## config.mk

```make
export PLATFORM = sky130hd
export DESIGN_NAME = spi_eeprom_page_write_sequencer_top
export DESIGN_NICKNAME = d
export VERILOG_FILES = /design/src/sv/sepws_pkg.sv /design/src/sv/sepws_front.sv /design/src/sv/sepws_queue.sv /design/src/sv/sepws_back.sv /design/src/sv/spi_eeprom_page_write_sequencer_top.sv
export SDC_FILE = /design/constraint.sdc
export NUM_CORES = 1
export LEC_CHECK = 0
export BUFFER_PORTS_ARGS = -buffer_cell sky130_fd_sc_hd__buf_4
export CAP_MARGIN = 20
export CORE_MARGIN = 3
export CORE_UTILIZATION = 60
export DETAILED_ROUTE_END_ITERATION = 8
export PLACE_DENSITY = 0.78
export SETUP_SLACK_MARGIN = 0.1
export SLEW_MARGIN = 20
export SYNTH_ARGS = -nofsm -noshare
export SYNTH_HDL_FRONTEND = slang
export SYNTH_SLANG_ARGS = --single-unit
```

## constraint.sdc

```tcl
create_clock -name clock -period 4.23 [get_ports clock]
set_clock_uncertainty 0.1 [all_clocks]
set_input_delay 0 -clock clock [delete_from_list [all_inputs] [get_ports clock]]
set_output_delay 0 -clock clock [all_outputs]
set_load 0.02 [all_outputs]
```

## src/sv/sepws_pkg.sv

```systemverilog
// Package with the types, codes and result generator of the SPI EEPROM sequencer.
`timescale 1ns / 1ps
package sepws_pkg;

   // Page size of the EEPROM; must be a power of two.
   localparam int PAGE_BYTES = 32;
   localparam int PAGE_BITS  = $clog2(PAGE_BYTES);

   localparam int QUEUE_DEPTH    = 4;
   localparam int QUEUE_PTR_BITS = $clog2(QUEUE_DEPTH);

   localparam int ADDR_W = 16;
   localparam int BYTE_W = 8;
   localparam int LEN_W  = 16;

   localparam int REQ_DATA_W = ADDR_W + BYTE_W + LEN_W;
   localparam int RSP_DATA_W = 32;

   // Request codes carried on req_tuser.
   localparam logic [2:0] REQ_WRITE_DATA   = 3'd0;
   localparam logic [2:0] REQ_READ_BLOCK   = 3'd1;
   localparam logic [2:0] REQ_READ_STATUS  = 3'd2;
   localparam logic [2:0] REQ_WRITE_STATUS = 3'd3;
   localparam logic [2:0] REQ_POLL_REPLY   = 3'd4;

   // EEPROM opcodes.
   localparam logic [7:0] CMD_WREN  = 8'h06;
   localparam logic [7:0] CMD_WRDI  = 8'h04;
   localparam logic [7:0] CMD_RDSR  = 8'h05;
   localparam logic [7:0] CMD_WRSR  = 8'h01;
   localparam logic [7:0] CMD_READ  = 8'h03;
   localparam logic [7:0] CMD_WRITE = 8'h02;

   localparam logic [7:0] BUSY_MASK_RESET = 8'h01;

   typedef enum logic [1:0] {
      OP_SEND  = 2'd0,
      OP_RECV  = 2'd1,
      OP_DESEL = 2'd2
   } spi_op_type;

   typedef enum logic {
      PHASE_IDLE = 1'b0,
      PHASE_POLL = 1'b1
   } phase_type;

   // What the back end has to emit for one accepted request.
   typedef enum logic [2:0] {
      JOB_REJECT       = 3'd0,
      JOB_POLL_BUSY    = 3'd1,
      JOB_POLL_DONE    = 3'd2,
      JOB_WRITE_BYTE   = 3'd3,
      JOB_READ_BLOCK   = 3'd4,
      JOB_READ_STATUS  = 3'd5,
      JOB_WRITE_STATUS = 3'd6
   } job_kind_type;

   typedef struct packed {
      job_kind_type        kind;
      logic                open_page;
      logic                close_page;
      logic [ADDR_W-1:0]   address;
      logic [BYTE_W-1:0]   payload;
      logic [LEN_W-1:0]    length;
   } job_type;

   typedef struct packed {
      spi_op_type          spi_op;
      logic [BYTE_W-1:0]   tx_byte;
      logic [LEN_W-1:0]    rx_count;
      logic                deselect_after;
      logic                rejected;
      logic                last;
   } result_type;

   typedef struct packed {
      logic full;
      logic empty;
   } queue_status_type;

   function automatic result_type make_send(logic [BYTE_W-1:0] data, logic desel);
      result_type r;
      r                = '0;
      r.spi_op         = OP_SEND;
      r.tx_byte        = data;
      r.deselect_after = desel;
      return r;
   endfunction

   function automatic result_type make_recv(logic [LEN_W-1:0] count, logic desel);
      result_type r;
      r                = '0;
      r.spi_op         = OP_RECV;
      r.rx_count       = count;
      r.deselect_after = desel;
      return r;
   endfunction

   // Result number 'step' of a job. A write byte on a closed page starts at
   // the write-enable; on an open page it starts at the data byte.
   function automatic result_type job_result(job_type job, logic [2:0] step);
      result_type r;
      logic [2:0] wstep;
      r     = '0;
      wstep = job.open_page ? step : 3'(step + 3'd4);
      case (job.kind)
         JOB_REJECT: begin
            r.spi_op   = OP_DESEL;
            r.rejected = 1'b1;
            r.last     = 1'b1;
         end
         JOB_POLL_BUSY: begin
            r      = make_recv(LEN_W'(1), 1'b0);
            r.last = 1'b1;
         end
         JOB_POLL_DONE: begin
            r.spi_op         = OP_DESEL;
            r.deselect_after = 1'b1;
            r.last           = 1'b1;
         end
         JOB_WRITE_BYTE: begin
            case (wstep)
               3'd0: r = make_send(CMD_WREN, 1'b1);
               3'd1: r = make_send(CMD_WRITE, 1'b0);
               3'd2: r = make_send(job.address[ADDR_W-1:BYTE_W], 1'b0);
               3'd3: r = make_send(job.address[BYTE_W-1:0], 1'b0);
               3'd4: begin
                  r      = make_send(job.payload, job.close_page);
                  r.last = !job.close_page;
               end
               3'd5: r = make_send(CMD_WRDI, 1'b1);
               3'd6: r = make_send(CMD_RDSR, 1'b0);
               default: begin
                  r      = make_recv(LEN_W'(1), 1'b0);
                  r.last = 1'b1;
               end
            endcase
         end
         JOB_READ_BLOCK: begin
            case (step)
               3'd0: r = make_send(CMD_READ, 1'b0);
               3'd1: r = make_send(job.address[ADDR_W-1:BYTE_W], 1'b0);
               3'd2: r = make_send(job.address[BYTE_W-1:0], 1'b0);
               default: begin
                  if (job.length != '0) begin
                     r = make_recv(job.length, 1'b1);
                  end else begin
                     r.spi_op         = OP_DESEL;
                     r.deselect_after = 1'b1;
                  end
                  r.last = 1'b1;
               end
            endcase
         end
         JOB_READ_STATUS: begin
            if (step == 3'd0) begin
               r = make_send(CMD_RDSR, 1'b0);
            end else begin
               r      = make_recv(LEN_W'(1), 1'b1);
               r.last = 1'b1;
            end
         end
         JOB_WRITE_STATUS: begin
            case (step)
               3'd0: r = make_send(CMD_WREN, 1'b1);
               3'd1: r = make_send(CMD_WRSR, 1'b0);
               3'd2: r = make_send(job.payload, 1'b1);
               default: begin
                  r      = make_send(CMD_WRDI, 1'b1);
                  r.last = 1'b1;
               end
            endcase
         end
         default: begin
            r.spi_op   = OP_DESEL;
            r.rejected = 1'b1;
            r.last     = 1'b1;
         end
      endcase
      return r;
   endfunction

endpackage

```

## src/sv/sepws_front.sv

```systemverilog
// Front end: accepts requests, tracks page and polling state, and issues jobs.
`timescale 1ns / 1ps
module sepws_front (
   input  logic                             clock,
   input  logic                             reset,
   input  logic                             req_tvalid,
   output logic                             req_tready,
   input  logic [sepws_pkg::REQ_DATA_W-1:0] req_tdata,
   input  logic [2:0]                       req_tuser,
   input  logic                             req_tlast,
   input  logic                             csr_valid,
   output logic                             csr_ready,
   input  logic [7:0]                       csr_data,
   input  sepws_pkg::queue_status_type      q_status,
   output logic                             job_push,
   output sepws_pkg::job_type               job
);
   import sepws_pkg::*;

   logic [BYTE_W-1:0] busy_mask_ff;
   phase_type         phase_ff, phase_in;
   logic [ADDR_W-1:0] next_addr_ff, next_addr_in;
   logic              page_open_ff, page_open_in;
   logic              block_cont_ff, block_cont_in;

   logic [ADDR_W-1:0] start_address;
   logic [BYTE_W-1:0] payload_byte;
   logic [LEN_W-1:0]  read_length;
   logic              accept;
   logic              reject;
   logic              still_busy;
   logic [ADDR_W-1:0] wr_addr;
   logic [ADDR_W-1:0] wr_next;
   logic              wr_close;

   assign start_address = req_tdata[ADDR_W-1:0];
   assign payload_byte  = req_tdata[ADDR_W+BYTE_W-1:ADDR_W];
   assign read_length   = req_tdata[REQ_DATA_W-1:ADDR_W+BYTE_W];

   assign req_tready = !q_status.full;
   assign csr_ready  = 1'b1;
   assign accept     = req_tvalid && req_tready;

   assign reject     = (phase_ff == PHASE_POLL) ||
                       (page_open_ff && (req_tuser != REQ_WRITE_DATA));
   assign still_busy = (payload_byte & busy_mask_ff) != '0;

   // An open page or continued block uses the tracked address, else the request.
   assign wr_addr  = (page_open_ff || block_cont_ff) ? next_addr_ff : start_address;
   assign wr_next  = ADDR_W'(wr_addr + ADDR_W'(1));
   assign wr_close = req_tlast || (wr_next[PAGE_BITS-1:0] == '0);

   always_comb begin
      phase_in      = phase_ff;
      next_addr_in  = next_addr_ff;
      page_open_in  = page_open_ff;
      block_cont_in = block_cont_ff;
      if (accept) begin
         if (req_tuser == REQ_POLL_REPLY) begin
            if (phase_ff == PHASE_POLL && !still_busy) begin
               phase_in = PHASE_IDLE;
            end
         end else if (req_tuser == REQ_WRITE_DATA && !reject) begin
            next_addr_in = wr_next;
            if (wr_close) begin
               page_open_in  = 1'b0;
               block_cont_in = !req_tlast;
               phase_in      = PHASE_POLL;
            end else begin
               page_open_in  = 1'b1;
            end
         end
      end
   end

   always_comb begin
      job_push       = 1'b0;
      job.kind       = JOB_REJECT;
      job.open_page  = !page_open_ff;
      job.close_page = wr_close;
      job.address    = (req_tuser == REQ_WRITE_DATA) ? wr_addr : start_address;
      job.payload    = payload_byte;
      job.length     = read_length;
      if (req_tuser == REQ_POLL_REPLY) begin
         job_push = accept && (phase_ff == PHASE_POLL);
         job.kind = still_busy ? JOB_POLL_BUSY : JOB_POLL_DONE;
      end else if (req_tuser inside {[REQ_WRITE_DATA:REQ_WRITE_STATUS]}) begin
         job_push = accept;
         if (reject) begin
            job.kind = JOB_REJECT;
         end else begin
            case (req_tuser)
               REQ_WRITE_DATA:  job.kind = JOB_WRITE_BYTE;
               REQ_READ_BLOCK:  job.kind = JOB_READ_BLOCK;
               REQ_READ_STATUS: job.kind = JOB_READ_STATUS;
               default:         job.kind = JOB_WRITE_STATUS;
            endcase
         end
      end
   end

   always_ff @(posedge clock) begin
      if (reset) begin
         busy_mask_ff  <= BUSY_MASK_RESET;
         phase_ff      <= PHASE_IDLE;
         next_addr_ff  <= '0;
         page_open_ff  <= 1'b0;
         block_cont_ff <= 1'b0;
      end else begin
         if (csr_valid && csr_ready) begin
            busy_mask_ff <= csr_data;
         end
         phase_ff      <= phase_in;
         next_addr_ff  <= next_addr_in;
         page_open_ff  <= page_open_in;
         block_cont_ff <= block_cont_in;
      end
   end

endmodule

```

## src/sv/sepws_queue.sv

```systemverilog
// Short job queue between the front end and the back end.
`timescale 1ns / 1ps
module sepws_queue (
   input  logic                        clock,
   input  logic                        reset,
   input  logic                        push,
   input  sepws_pkg::job_type          push_job,
   input  logic                        pop,
   output sepws_pkg::job_type          head_job,
   output sepws_pkg::queue_status_type status
);
   import sepws_pkg::*;

   job_type                   slots_ff [QUEUE_DEPTH];
   logic [QUEUE_PTR_BITS-1:0] wr_ptr_ff, wr_ptr_in;
   logic [QUEUE_PTR_BITS-1:0] rd_ptr_ff, rd_ptr_in;
   logic [QUEUE_PTR_BITS:0]   count_ff, count_in;

   assign status.full  = (count_ff == (QUEUE_PTR_BITS+1)'(QUEUE_DEPTH));
   assign status.empty = (count_ff == '0);
   assign head_job     = slots_ff[rd_ptr_ff];

   always_comb begin
      wr_ptr_in = push ? QUEUE_PTR_BITS'(wr_ptr_ff + 1'b1) : wr_ptr_ff;
      rd_ptr_in = pop  ? QUEUE_PTR_BITS'(rd_ptr_ff + 1'b1) : rd_ptr_ff;
      count_in  = count_ff;
      if (push && !pop) begin
         count_in = (QUEUE_PTR_BITS+1)'(count_ff + 1'b1);
      end else if (pop && !push) begin
         count_in = (QUEUE_PTR_BITS+1)'(count_ff - 1'b1);
      end
   end

   always_ff @(posedge clock) begin
      if (push) begin
         slots_ff[wr_ptr_ff] <= push_job;
      end
   end

   always_ff @(posedge clock) begin
      if (reset) begin
         wr_ptr_ff <= '0;
         rd_ptr_ff <= '0;
         count_ff  <= '0;
      end else begin
         wr_ptr_ff <= wr_ptr_in;
         rd_ptr_ff <= rd_ptr_in;
         count_ff  <= count_in;
      end
   end

endmodule

```

## src/sv/sepws_back.sv

```systemverilog
// Back end: puts each job's SPI operations into an output register, one per clock if free.
`timescale 1ns / 1ps
module sepws_back (
   input  logic                             clock,
   input  logic                             reset,
   input  sepws_pkg::job_type               head_job,
   input  sepws_pkg::queue_status_type      q_status,
   output logic                             job_pop,
   output logic                             rsp_tvalid,
   input  logic                             rsp_tready,
   output logic [sepws_pkg::RSP_DATA_W-1:0] rsp_tdata,
   output logic                             rsp_tlast
);
   import sepws_pkg::*;

   logic [2:0] step_ff, step_in;
   logic       valid_ff, valid_in;
   result_type rsp_ff;
   result_type gen;
   logic       load;

   assign gen     = job_result(head_job, step_ff);
   assign load    = !q_status.empty && (!valid_ff || rsp_tready);
   assign job_pop = load && gen.last;

   always_comb begin
      step_in  = step_ff;
      valid_in = valid_ff;
      if (load) begin
         step_in  = gen.last ? 3'd0 : 3'(step_ff + 3'd1);
         valid_in = 1'b1;
      end else if (rsp_tready) begin
         valid_in = 1'b0;
      end
   end

   always_ff @(posedge clock) begin
      if (load) begin
         rsp_ff <= gen;
      end
   end

   always_ff @(posedge clock) begin
      if (reset) begin
         step_ff  <= '0;
         valid_ff <= 1'b0;
      end else begin
         step_ff  <= step_in;
         valid_ff <= valid_in;
      end
   end

   assign rsp_tvalid = valid_ff;
   assign rsp_tlast  = rsp_ff.last;
   assign rsp_tdata  = {4'b0000, rsp_ff.rejected, rsp_ff.deselect_after,
                        rsp_ff.rx_count, rsp_ff.tx_byte, rsp_ff.spi_op};

endmodule

```

## src/sv/spi_eeprom_page_write_sequencer_top.sv

```systemverilog
// Top level of the SPI EEPROM page-write sequencer.
`timescale 1ns / 1ps
// This block turns host requests into SPI operations for a serial EEPROM with
// 16-bit addressing. Each accepted request transaction causes between zero and
// eight result transactions, the final one marked by rsp_tlast; poll replies
// outside a poll and unused request codes cause none. The front end takes one
// request per clock as long as its four-entry job queue has room, so requests
// keep flowing while the back end is still busy. The back end emits exactly one
// result per clock when the output register is free and a job is queued. A
// request gives one result for a data byte in the middle of a page and up to
// eight for a byte that opens and closes a page. The first result of a request
// passes through the job queue and then the output register before it is offered
// on rsp_tvalid. The busy mask on the csr_
// channel is taken at any time but should only be changed while idle. After a
// page closes, the host must feed poll replies (the status byte read back) until
// none of the busy bits are set; other requests in that time are answered with
// a single rejected result that must not be executed.
module spi_eeprom_page_write_sequencer_top (
   input  logic                             clock,
   input  logic                             reset,
   input  logic                             req_tvalid,
   output logic                             req_tready,
   // start_address [15:0], payload_byte [23:16], read_length [39:24]
   input  logic [sepws_pkg::REQ_DATA_W-1:0] req_tdata,
   // req_type [2:0]
   input  logic [2:0]                       req_tuser,
   // final_byte
   input  logic                             req_tlast,
   output logic                             rsp_tvalid,
   input  logic                             rsp_tready,
   // spi_op [1:0], tx_byte [9:2], rx_count [25:10], deselect_after [26],
   // rejected [27], zero [31:28]
   output logic [sepws_pkg::RSP_DATA_W-1:0] rsp_tdata,
   // last
   output logic                             rsp_tlast,
   input  logic                             csr_valid,
   output logic                             csr_ready,
   // busy_bit_mask
   input  logic [7:0]                       csr_data
);
   import sepws_pkg::*;

   queue_status_type q_status;
   job_type          push_job;
   job_type          head_job;
   logic             job_push;
   logic             job_pop;

   // Classification and the page and polling state live in the front end, so
   // each request sees the state as updated by the one before it.
   sepws_front u_front (
      .clock      (clock),
      .reset      (reset),
      .req_tvalid (req_tvalid),
      .req_tready (req_tready),
      .req_tdata  (req_tdata),
      .req_tuser  (req_tuser),
      .req_tlast  (req_tlast),
      .csr_valid  (csr_valid),
      .csr_ready  (csr_ready),
      .csr_data   (csr_data),
      .q_status   (q_status),
      .job_push   (job_push),
      .job        (push_job)
   );

   // The queue lets the front end run ahead of the back end by up to four jobs.
   sepws_queue u_queue (
      .clock    (clock),
      .reset    (reset),
      .push     (job_push),
      .push_job (push_job),
      .pop      (job_pop),
      .head_job (head_job),
      .status   (q_status)
   );

   // The back end walks each job step by step into the output register.
   sepws_back u_back (
      .clock      (clock),
      .reset      (reset),
      .head_job   (head_job),
      .q_status   (q_status),
      .job_pop    (job_pop),
      .rsp_tvalid (rsp_tvalid),
      .rsp_tready (rsp_tready),
      .rsp_tdata  (rsp_tdata),
      .rsp_tlast  (rsp_tlast)
   );

endmodule

```

==> out/qor.txt, run 1 <==
H-tree levels -> 1
Total CTS buffers -> 27
Hold Path Class -> input port to flop
Worst EP required -> 4560 ps
Count leader, synth -> edfxtp_1
Final Slew Violations -> 0
Die ar. -> 0.01990 mm^2
Async S/R FF share, synth -> 0%
Crit-path cells -> ha_1 -> nand3_1 -> mux2_2 -> a311o_1 -> o21ai_1 -> nor2_1 -> inv_1 -> ha_1 -> inv_1 -> fa_1 -> xor2_1 -> or3_1 -> a21oi_1
GR Util All Layers -> 25.87%
Routed len/inst -> 21.55 um
Nature of the critical path endpoint -> flop
Die width -> 141.1 um
Crit path largest cell delay -> 470 ps
Seq pwr share -> 42.8%
Synthesized flop and latch total -> 249
CP max FO -> 8
Met2 wire len -> 12770 um
Internal -> 5.162 mW
Drt total wl -> 25080 um
Register area share after synthesis -> 64.65%
Clock tree sinks -> 249
Family with the most delay on the worst path -> adder cells
Maximum vdd drop -> 0.4374 mV
CTS tree -> yes
Max-Cap Viols -> 0
Post-synth top area share -> 57.34%
Leading post-synthesis cells by cell area -> edfxtp_1 (57%), mux4_2 (9.3%), dfxtp_1 (7.3%), a21oi_1 (1.8%), mux2i_1 (1.7%)
Root buffer cell -> clkbuf_16
Antenna diodes -> 0
Cell Pwr Density -> 539.4 mW/mm^2
DP Wirelength -> 15870 um
Share of cells above drive strength 1 -> 23.86%
Outcome -> complete, no violations
Worst slew margin relative to its limit -> 37.37%
Psw -> 2.106 mW
Drt drc -> 0
Vias per cell -> 6.144
Nets -> 987
Reg2Reg Setup Slack -> 580 ps
Logic pwr share -> 25.4%
YS warnings -> 0
Switching share of power -> 28.97%
Ys flop type -> edfxtp_1
Finished Core Util -> 76.57%
GR Overflow Total -> 0
IO buf count -> 87
Clock transition at path regs -> 60 ps
Number of routed nets with antenna violations -> 0
First-pass DRT Iterations -> 5
Commonest cells post-synth -> edfxtp_1 (209), nand2_1 (48), mux4_2 (45)
Core Footprint -> 0.01760 mm^2
Clock Power Share -> 31.8%
Max Used Layer -> met4
Die Span Y -> 141.1 um
Longest Clk Path Bufs -> 3
Critical-path top delay cell -> a311o_1
Area growth syn-to-layout -> 23.10%
Row count -> 48
Maximum clock frequency -> 273.7 MHz
Synth Instances -> 749
Fin. Hold Viols -> 0
Initial Util -> 62.20%
Vias in the first global route -> 7571
Leak pwr -> 4.739 nW
Initial antenna violation count -> 0
GP Congestion -> 0.9324
Final period util -> 86.39%
First-pass GRT wire length -> 40250 um
Synth Cell Area -> 0.01095 mm^2
# IOs -> 93
Tightest Pin Transition -> 937.5 ps
Final setup vio count -> 0
DRT met1 WL -> 9761 um
Worst EP arrival -> 3990 ps
RSZ-0062 raised after global routing -> false
Total negative setup slack -> 0 ps
Min Tclk post-route -> 3654 ps
Critical path startpoint category -> flop
WS Path Type -> flop to flop
Routed via count -> 7152
Syn Area/Cell -> 14.61 um^2
Metal3 WL -> 1834 um
Post-synthesis cell type count -> 63
Setup Fix Bufs, Post-CTS -> 0
Largest net degree at the start of global routing -> 46
Worst Path Buf+Inv -> 2
Initial drt markers -> 647
Clock latency on the worst-skew pair -> 520 ps
Post-synth EDFFs -> 209
Post-synth top area cell -> edfxtp_1
kinds of logic (layout without fill, tap and decap cells):
family	after synthesis	after routing	synth area share [%]
AND/OR/NAND/NOR	198	198	9.465
flip-flops	249	249	64.65
other	2	5	0.06861
adder cells (fa/ha/maj)	12	12	1.440
AO/OA/AOI/OAI	142	142	8.745
multiplexers	77	77	12.33
buffers and inverters	58	245	2.412
XOR/XNOR	11	11	0.8802
what timing repair did:
item	in CTS	in global routing
endpoints found under the hold margin	214	0
hold buffers	77	0
resized for setup	0	0
sequential cells by signal, summed over array words and instances (netlist names), named ones only:
signal and count:
u_back.rsp_tdata 28, u_back.rsp_tlast 1, u_back.rsp_tvalid 1, u_back.step_ff 3
u_front.block_cont_ff 1, u_front.busy_mask_ff 8, u_front.next_addr_ff 16, u_front.page_open_ff 1
u_front.phase_ff 1, u_queue.count_ff 3, u_queue.rd_ptr_ff 2, u_queue.slots_ff 180
u_queue.wr_ptr_ff 2
worst paths after layout:
| path | start | to | depth (start not counted) |
|---|---|---|---|
| max | u_back.step_ff[0]$_SDFFE_PP0P_ | u_queue.count_ff[2]$_SDFFE_PP0P_ | 13 |
| min reg2reg | u_front.next_addr_ff[6]$_SDFFE_PP0P_ | u_front.next_addr_ff[6]$_SDFFE_PP0P_ | 2 |
| max reg2reg | u_back.step_ff[0]$_SDFFE_PP0P_ | u_queue.count_ff[2]$_SDFFE_PP0P_ | 13 |
| min | req_tuser[1] | u_front.phase_ff$_SDFFE_PP0P_ | 5 |
metal layers:
metal  global-route usage (%)  vias to the layer above
li1                         -                     3270
met1                    33.74                     3493
met2                    43.89                      325
met3                    4.681                       64
met4                    9.383                        0
met5                        0                        -
worst register-to-register path: stages (launching register included):
cell     delay [ps]
dfxtp_1         410
ha_1            330
nand3_1         100
mux2_2          320
a311o_1         470
o21ai_1         290
nor2_1          110
inv_1           140
ha_1            210
inv_1            60
fa_1            380
xor2_1          190
or3_1           310
a21oi_1         150
final cells by class:
cell class              instances  area (um^2)
clock buffers                  34        721.9
clock inverters                16        166.4
well taps                     225        281.5
repair buffers                181         1551
fillers                      1022         4123
inverters                      14        52.55
flip-flops and latches        249         7079
multi-input cells             445         3621
power groups by stage:
stage	registers, mW	clock network [mW]	logic [mW]
detailed placement	3.16	0	1.76
global route	3.14	2.45	2.00
floorplan	3.32	0	0.988
finish	3.11	2.31	1.85
global placement	3.14	0	1.72
CTS	3.11	2.34	1.84
placed cells by master, fill, tap and decap left out, types with 7 or more instances in the layout:
master	count
and2_1	22
clkbuf_16	27
a22oi_1	13
nand3_1	14
nand2_1	48
inv_1	14
dlygate4sd3_1	77
buf_4	104
o211ai_1	7
clkinv_2	7
dfxtp_1	38
nor2_1	42
o21ai_0	28
nor3_1	14
mux2_2	13
a21oi_1	39
mux2i_1	19
ha_1	11
mux4_2	45
a31oi_1	8
edfxtp_1	209
metrics by stage:
| step | cells | total power, mW | setup WS [ps] | instance area, um^2 | hold slack, ps |
|---|---|---|---|---|---|
| final | 1164 | 7.268 | 575.7 | 13470 | 35.93 |
| after floorplan | 752 | 4.304 | 1049 | 10960 | -3.023 |
| after global routing | 1164 | 7.584 | 222.4 | 13470 | 39.11 |
| after detailed placement | 1037 | 4.919 | 663.1 | 11820 | 105.7 |
| after CTS | 1164 | 7.287 | 592.9 | 13470 | 4.184 |
| after global placement | 1037 | 4.865 | 788.0 | 11820 | 98.50 |
(Power assumes the default switching activity.)
==> run 2, diff against run 1 <==
- ABC_AREA: not set -> 1
- TNS_END_PERCENT: not set -> 1
==> out/qor.txt, run 2 <==
Root buffer cell -> clkbuf_16
Async S/R FF share, synth -> 0% (unchanged)
Logic pwr share -> 34.2% (+8.8 points)
Antenna diodes -> 0 (unchanged)
Drt total wl -> 25280 um (+0.78%)
Core Footprint -> 0.01809 mm^2 (+2.8%)
Commonest non-fill, non-tap cell in the layout -> nand2_1
First-pass GRT wire length -> 40140 um (-0.26%)
Count leader, synth -> nand2_1
Commonest cells post-synth -> nand2_1 (251), edfxtp_1 (209), nor2_1 (120)
Maximum vdd drop -> 0.3513 mV (-20%)
Reg with most FFs -> u_queue.slots_ff
Min Tclk post-route -> 3451 ps (-203.8 ps)
Total negative setup slack -> 0 ps (unchanged)
Worst slew margin relative to its limit -> 40.53% (+3.2 points)
Internal -> 5.126 mW (-0.71%)
Leak pwr -> 5.410 nW (+14%)
Worst EP arrival -> 3760 ps (-230 ps)
Clock latency on the worst-skew pair -> 520 ps (about the same)
Post-synth top area share -> 56.45% (-0.88 points)
Clock tree sinks -> 249 (unchanged)
Synth Cell Area -> 0.01112 mm^2 (+1.6%)
GR Overflow Total -> 0 (unchanged)
Max Used Layer -> met4
Outcome -> complete, no violations
Drt drc -> 0 (unchanged)
Register area share after synthesis -> 63.66% (-1.0 points)
First-pass DRT Iterations -> 6 (+1)
Final setup vio count -> 0 (unchanged)
Post-synth top area cell -> edfxtp_1
GR Util All Layers -> 24.95% (-0.92 points)
CTS tree -> yes
Synthesized flop and latch total -> 249 (unchanged)
GP Congestion -> 0.9634 (+3.3%)
WS Path Type -> flop to flop
Routed via count -> 8480 (+19%)
Number of routed nets with antenna violations -> 0 (unchanged)
Routed len/inst -> 16.94 um (-21%)
Cell count of the worst hold path -> 2 (-3)
Vias in the first global route -> 8005 (+5.7%)
Initial antenna violation count -> 0 (unchanged)
Tot Pwr -> 7.960 mW (+9.5%)
Switching share of power -> 35.61% (+6.6 points)
Row count -> 49 (+2.1%)
Met2 wire len -> 12440 um (-2.6%)
Nets -> 1315 (+33%)
Leading post-synthesis cells by cell area -> edfxtp_1 (56%), nand2_1 (8.5%), dfxtp_1 (7.2%), o21ai_0 (4.5%), nor2_1 (4.1%)
DRT met1 WL -> 10420 um (+6.8%)
Post-synthesis cell type count -> 47 (-25%)
Hold Path Class -> input port to flop
PostCTS Resize Cnt -> 0 (unchanged)
Final Slew Violations -> 0 (unchanged)
Share of cells above drive strength 1 -> 12.67% (-11 points)
IO buf count -> 87 (unchanged)
Tightest Pin Transition -> 891.1 ps (-46.41 ps)
Maximum clock frequency -> 289.8 MHz (+5.9%)
Seq pwr share -> 39.7% (-3.1 points)
DP Wirelength -> 15950 um (+0.53%)
# IOs -> 93 (unchanged)
Setup Fix Bufs, Post-CTS -> 0 (unchanged)
Initial drt markers -> 724 (+12%)
Worst EP required -> 4540 ps (-20 ps)
R2R depth -> 18 (+5)
Nature of the critical path endpoint -> flop
Max-Cap Viols -> 0 (unchanged)
Final period util -> 81.57% (-4.8 points)
Max FFs per register -> 180 (unchanged)
Most frequent cells in the layout -> nand2_1 (251), edfxtp_1 (209), nor2_1 (116), o21ai_0 (99), buf_4 (98)
Area growth syn-to-layout -> 21.01%
CP max FO -> 51 (+43)
Clock Power Share -> 26.1% (-5.7 points)
Clock transition at path regs -> 60 ps (about the same)
Initial Util -> 61.47% (-0.73 points)
Ys flop type -> edfxtp_1
Fillcell total -> 1162 (+14%)
Fin. Hold Viols -> 0 (unchanged)
Critical path startpoint category -> flop
Die Span Y -> 142.1 um (+0.75%)
Psw -> 2.834 mW (+35%)
Die width -> 142.1 um (+0.75%)
H-tree levels -> 1 (unchanged)
Metal3 WL -> 1739 um (-5.2%)
YS warnings -> 0 (unchanged)
Cell Pwr Density -> 591.7 mW/mm^2 (+9.7%)
Post-synth EDFFs -> 209 (unchanged)
Longest Clk Path Bufs -> 3 (unchanged)
Total CTS buffers -> 25 (-7.4%)
Syn Area/Cell -> 10.21 um^2 (-30%)
Synth Instances -> 1089 (+45%)
RSZ-0062 raised after global routing -> false
Largest net degree at the start of global routing -> 52 (+13%)
Vias per cell -> 5.684 (-7.5%)
Die ar. -> 0.02020 mm^2 (+1.5%)
## run 2: changes by cell type in the layout (fill, tap and decap cells not counted), moves of 9 or more
cell | before | now
nand3_1 | 14 | 71
a22oi_1 | 13 | 0
mux4_2 | 45 | 0
nor2_1 | 42 | 116
nand2_1 | 48 | 251
o22ai_1 | 2 | 15
nor3_1 | 14 | 2
inv_1 | 14 | 94
a32o_1 | 0 | 9
o21ai_0 | 28 | 99
mux2i_1 | 19 | 1
and2_1 | 22 | 4
mux2_2 | 13 | 0
## run 2: final cells by class
cell class | instances | area, um^2 | area share (%)
flip-flops and latches | 249 | 7078 | 52.61
multi-input cells | 696 | 3418 | 25.41
repair buffers | 175 | 1536 | 11.42
clock buffers | 31 | 648.1 | 4.818
inverters | 99 | 371.6 | 2.762
well taps | 229 | 286.5 | 2.130
clock inverters | 13 | 113.9 | 0.8464
## run 2: power by group through the flow
| stage | combinational (mW) | sequential, mW | clock, mW |
|---|---|---|---|
| after floorplan | 1.69 | 3.37 | 0 |
| after global placement | 2.58 | 3.19 | 0 |
| after detailed placement | 2.63 | 3.21 | 0 |
| after CTS | 2.70 | 3.16 | 2.10 |
| after global routing | 3.02 | 3.18 | 2.20 |
| final | 2.72 | 3.16 | 2.08 |
## run 2: per-layer routing
layer	vias to the layer above	global-route usage, %
met4	0	7.273
met1	4033	32.89
met3	54	3.394
met2	346	43.53
li1	4047	-
met5	-	0
## run 2: repair_timing
| item | in CTS | in global routing |
|---|---|---|
| hold buffers | 74 | 0 |
| endpoints found under the setup margin | 0 | 0 |
| hold endpoints to repair | 205 | 0 |
## run 2: worst max-delay path, cell delays in order (launching register included)
cell,delay (ps)
dfxtp_2,500
buf_4,490
nand2_1,150
nand2_1,100
nand2_1,50
nand2_1,150
nand3_2,130
nand2_1,90
nand2_1,50
nor2_1,160
nand3_2,180
nand2_2,120
ha_1,160
inv_1,70
fa_1,380
a21oi_1,140
o21ai_0,100
o21ai_0,170
a21oi_1,60
## run 2: worst paths after layout
path | start | endpoint | slack, ps
min reg2reg | u_queue.rd_ptr_ff[1]$_SDFFE_PP0P_ | u_queue.rd_ptr_ff[1]$_SDFFE_PP0P_ | 400
min | req_tdata[30] | u_queue.slots_ff[3][6]$_DFFE_PP_ | 120
max | flop | u_queue.count_ff[2]$_SDFFE_PP0P_ | 780
max reg2reg | flop | u_queue.count_ff[2]$_SDFFE_PP0P_ | 780
## run 2: per-stage QoR
stage,hold slack [ps],setup slack [ps],cells,util [%],instance area [um^2]
after global routing,132.8,331.1,1492,74.38,13450
after CTS,111.1,781.9,1492,74.38,13450
after detailed placement,104.1,801.1,1374,66.07,11950
after floorplan,-1.131,578.6,1092,-,11130
final,120.9,779.5,1492,74.38,13450
after global placement,101.1,942.2,1374,66.07,11950
## run 2: cell families (layout without fill, tap and decap cells)
group | Yosys count | after routing | share of synthesized area (%)
simple gates | 477 | 477 | 17.90
flops | 249 | 249 | 63.66
compound gates | 193 | 193 | 10.14
buf+inv | 147 | 318 | 6.100
fa+ha+maj | 12 | 12 | 1.418
xor+xnor | 8 | 8 | 0.6303
other cells | 2 | 5 | 0.06755
mux | 1 | 1 | 0.09004
==> run 3, diff against run 2 <==
- ABC_AREA: 1 -> 0
- CORE_UTILIZATION: 60 -> 54
- PLACE_DENSITY: 0.78 -> 0.74
- clock period: 4.23 -> 2.8 ns (I/O delays scaled with it)
==> out/qor.txt, run 3 (synthesized netlist as in run 1, its figures left out) <==
Family with the most delay on the worst path -> compound AO/OA/AOI/OAI gates
IO buf count -> 87 (unchanged)
First-pass DRT Iterations -> 5 (-1)
Nets -> 1022 (-22%)
Core Footprint -> 0.01972 mm^2 (+9.0%)
Final Slew Violations -> 0 (unchanged)
Placed instance area -> 0.01225 mm^2 (+2.5%)
Area growth syn-to-layout -> 26.34%
First-pass GRT wire length -> 41210 um (+2.6%)
Final standard cell area without fillers -> 0.01383 mm^2 (+2.8%)
Psw -> 3.194 mW (+13%)
Hold Path Class -> input port to flop
Cell Pwr Density -> 788.4 mW/mm^2 (+33%)
Maximum vdd drop -> 0.4870 mV (+39%)
Worst Path Buf+Inv -> 2 (unchanged)
Routed len/inst -> 20.93 um (+24%)
H-tree levels -> 1 (unchanged)
GP Congestion -> 0.9604 (-0.31%)
Switching share of power -> 29.30% (-6.3 points)
Failing checks -> negative setup slack
RSZ-0062 raised after global routing -> true
WS Path Type -> flop to flop
Seq pwr share -> 43.0% (+3.3 points)
CTS tree -> yes
Initial antenna violation count -> 0 (unchanged)
Crit path largest cell delay -> 420 ps (-80 ps)
Largest net degree at the start of global routing -> 46 (-12%)
Root buffer cell -> clkbuf_16
CP max FO -> 2 (-96%)
Drt total wl -> 25800 um (+2.1%)
Routed via count -> 7385 (-13%)
Fin. Hold Viols -> 0 (unchanged)
Commonest non-fill, non-tap cell in the layout -> edfxtp_1
Vias in the first global route -> 7670 (-4.2%)
Number of routed nets with antenna violations -> 0 (unchanged)
Initial drt markers -> 651 (-10%)
Max FFs per register -> 180 (unchanged)
Clock Power Share -> 27.9% (+1.8 points)
Worst slew margin relative to its limit -> 42.34% (+1.8 points)
Critical-path top delay cell -> edfxtp_1
Vias per cell -> 5.989 (+5.4%)
Worst EP arrival -> 3200 ps (-560 ps)
Logic pwr share -> 29.0% (-5.2 points)
Nature of the critical path endpoint -> flop
Clock latency on the worst-skew pair -> 510 ps (about the same)
Crit-path cells -> mux2i_2 -> mux2_4 -> a311o_1 -> o21ai_2 -> nor2_2 -> inv_2 -> ha_4 -> inv_2 -> fa_2 -> xor2_1 -> or3_1 -> a21oi_1
Die width -> 148.4 um (+4.4%)
GR Util All Layers -> 23.71% (-1.2 points)
Most Frequent Cell on Critical Path -> inv_2
Min Tclk post-route -> 2852 ps (-598.8 ps)
Tightest Pin Transition -> 857.0 ps (-34.09 ps)
GR Overflow Total -> 0 (unchanged)
Initial Util -> 55.51% (-6.0 points)
Reg with most FFs -> u_queue.slots_ff
Drt drc -> 0 (unchanged)
Die ar. -> 0.02201 mm^2 (+9.0%)
Max-Cap Viols -> 0 (unchanged)
Total CTS buffers -> 25 (unchanged)
Worst EP required -> 3150 ps (-1390 ps)
Final setup vio count -> 1 (+1)
Outcome -> finished, violations left
Die Span Y -> 148.4 um (+4.4%)
Longest Clk Path Bufs -> 3 (unchanged)
Maximum clock frequency -> 350.7 MHz (+21%)
Antenna diodes -> 0 (unchanged)
Setup ws final -> -51.73 ps (-831.2 ps)
Hold_ws -> 135.9 ps (+15.04 ps)
Critical path startpoint category -> flop
Most frequent cells in the layout -> edfxtp_1 (209), buf_4 (138), dlygate4sd3_1 (72), nand2_1 (48), mux4_2 (45)
Internal -> 7.708 mW (+50%)
Leak pwr -> 4.886 nW (-9.7%)
Final period util -> 101.8% (+20 points)
# IOs -> 93 (unchanged)
DP Wirelength -> 16130 um (+1.1%)
Row count -> 51 (+4.1%)
Clock tree sinks -> 249 (unchanged)
Share of cells above drive strength 1 -> 28.62% (+16 points)
Clock transition at path regs -> 60 ps (about the same)
-- run 3: cell count changes in the layout (fill, tap and decap cells not counted), sizes merged, moves of 13 or more --
cell	change
o21ai	-79
mux4	+45
inv	-86
nor2	-82
a22oi	+13
nand2	-206
mux2i	+18
buf	+45
and2	+23
nand3	-58
mux2	+13
o22ai	-13
-- run 3: final timing paths --
check / from / to / slack (ps) / depth (start not counted)
max: u_queue.slots_ff[1][41]$_DFFE_PP_ / u_queue.count_ff[2]$_SDFFE_PP0P_ / -50 / 12
min: req_tdata[29] / u_queue.slots_ff[0][5]$_DFFE_PP_ / 140 / 2
max reg2reg: u_queue.slots_ff[1][41]$_DFFE_PP_ / u_queue.count_ff[2]$_SDFFE_PP0P_ / -50 / 12
min reg2reg: u_front.next_addr_ff[11]$_SDFFE_PP0P_ / u_front.next_addr_ff[11]$_SDFFE_PP0P_ / 360 / 2
-- run 3: layout make-up --
| class | count | area (um^2) |
|---|---|---|
| timing repair buffer | 218 | 1899 |
| clock buffer | 31 | 658.1 |
| multi-input combinational | 445 | 3720 |
| clock inverter | 11 | 77.57 |
| fill | 1241 | 5889 |
| inverter | 14 | 52.55 |
| sequential | 249 | 7089 |
| tap | 265 | 331.6 |
-- run 3: power by group through the flow --
stage                     logic, mW  registers (mW)  clock network (mW)
after detailed placement       2.92            4.76                   0
after global placement         2.84            4.74                   0
after floorplan                1.54            5.02                   0
after global routing           3.38            4.73                3.23
after CTS                      3.08            4.69                3.08
final                          3.16            4.69                3.05
-- run 3: worst register-to-register path, cell delays in order, from the launching register on --
cell	delay (ps)
edfxtp_1	420
mux2i_2	180
mux2_4	330
a311o_1	350
o21ai_2	160
nor2_2	70
inv_2	80
ha_4	130
inv_2	40
fa_2	350
xor2_1	160
or3_1	310
a21oi_1	120
-- run 3: timing repair --
action / in CTS / in global routing
setup buffers: 3 / 3
setup endpoints to repair: 15 / 31
resized for setup: 10 / 8
hold buffers: 73 / 0
pin swaps: 3 / 6
endpoints found under the hold margin: 216 / 0
-- run 3: stage by stage --
step / power [mW] / setup TNS [ps] / setup WS [ps] / cells / utilization (%)
6_report: 10.90 / -51.73 / -51.73 / 1233 / 70.13
5_1_grt: 11.35 / -1083 / -187.7 / 1233 / 70.13
4_1_cts: 10.85 / -91.38 / -91.38 / 1230 / 69.90
3_5_place_dp: 7.679 / -442.8 / -162.5 / 1112 / 62.10
3_3_place_gp: 7.576 / -135.5 / -68.07 / 1112 / 62.10
2_1_floorplan: 6.560 / -3963 / -49.03 / 752 / -
-- run 3: per-layer routing --
metal | global-route usage (%) | part of all wire, %
met1 | 32.12 | 40
met4 | 6.143 | 1.8
met3 | 3.900 | 7.1
met2 | 40.56 | 51
met5 | 0 | 0
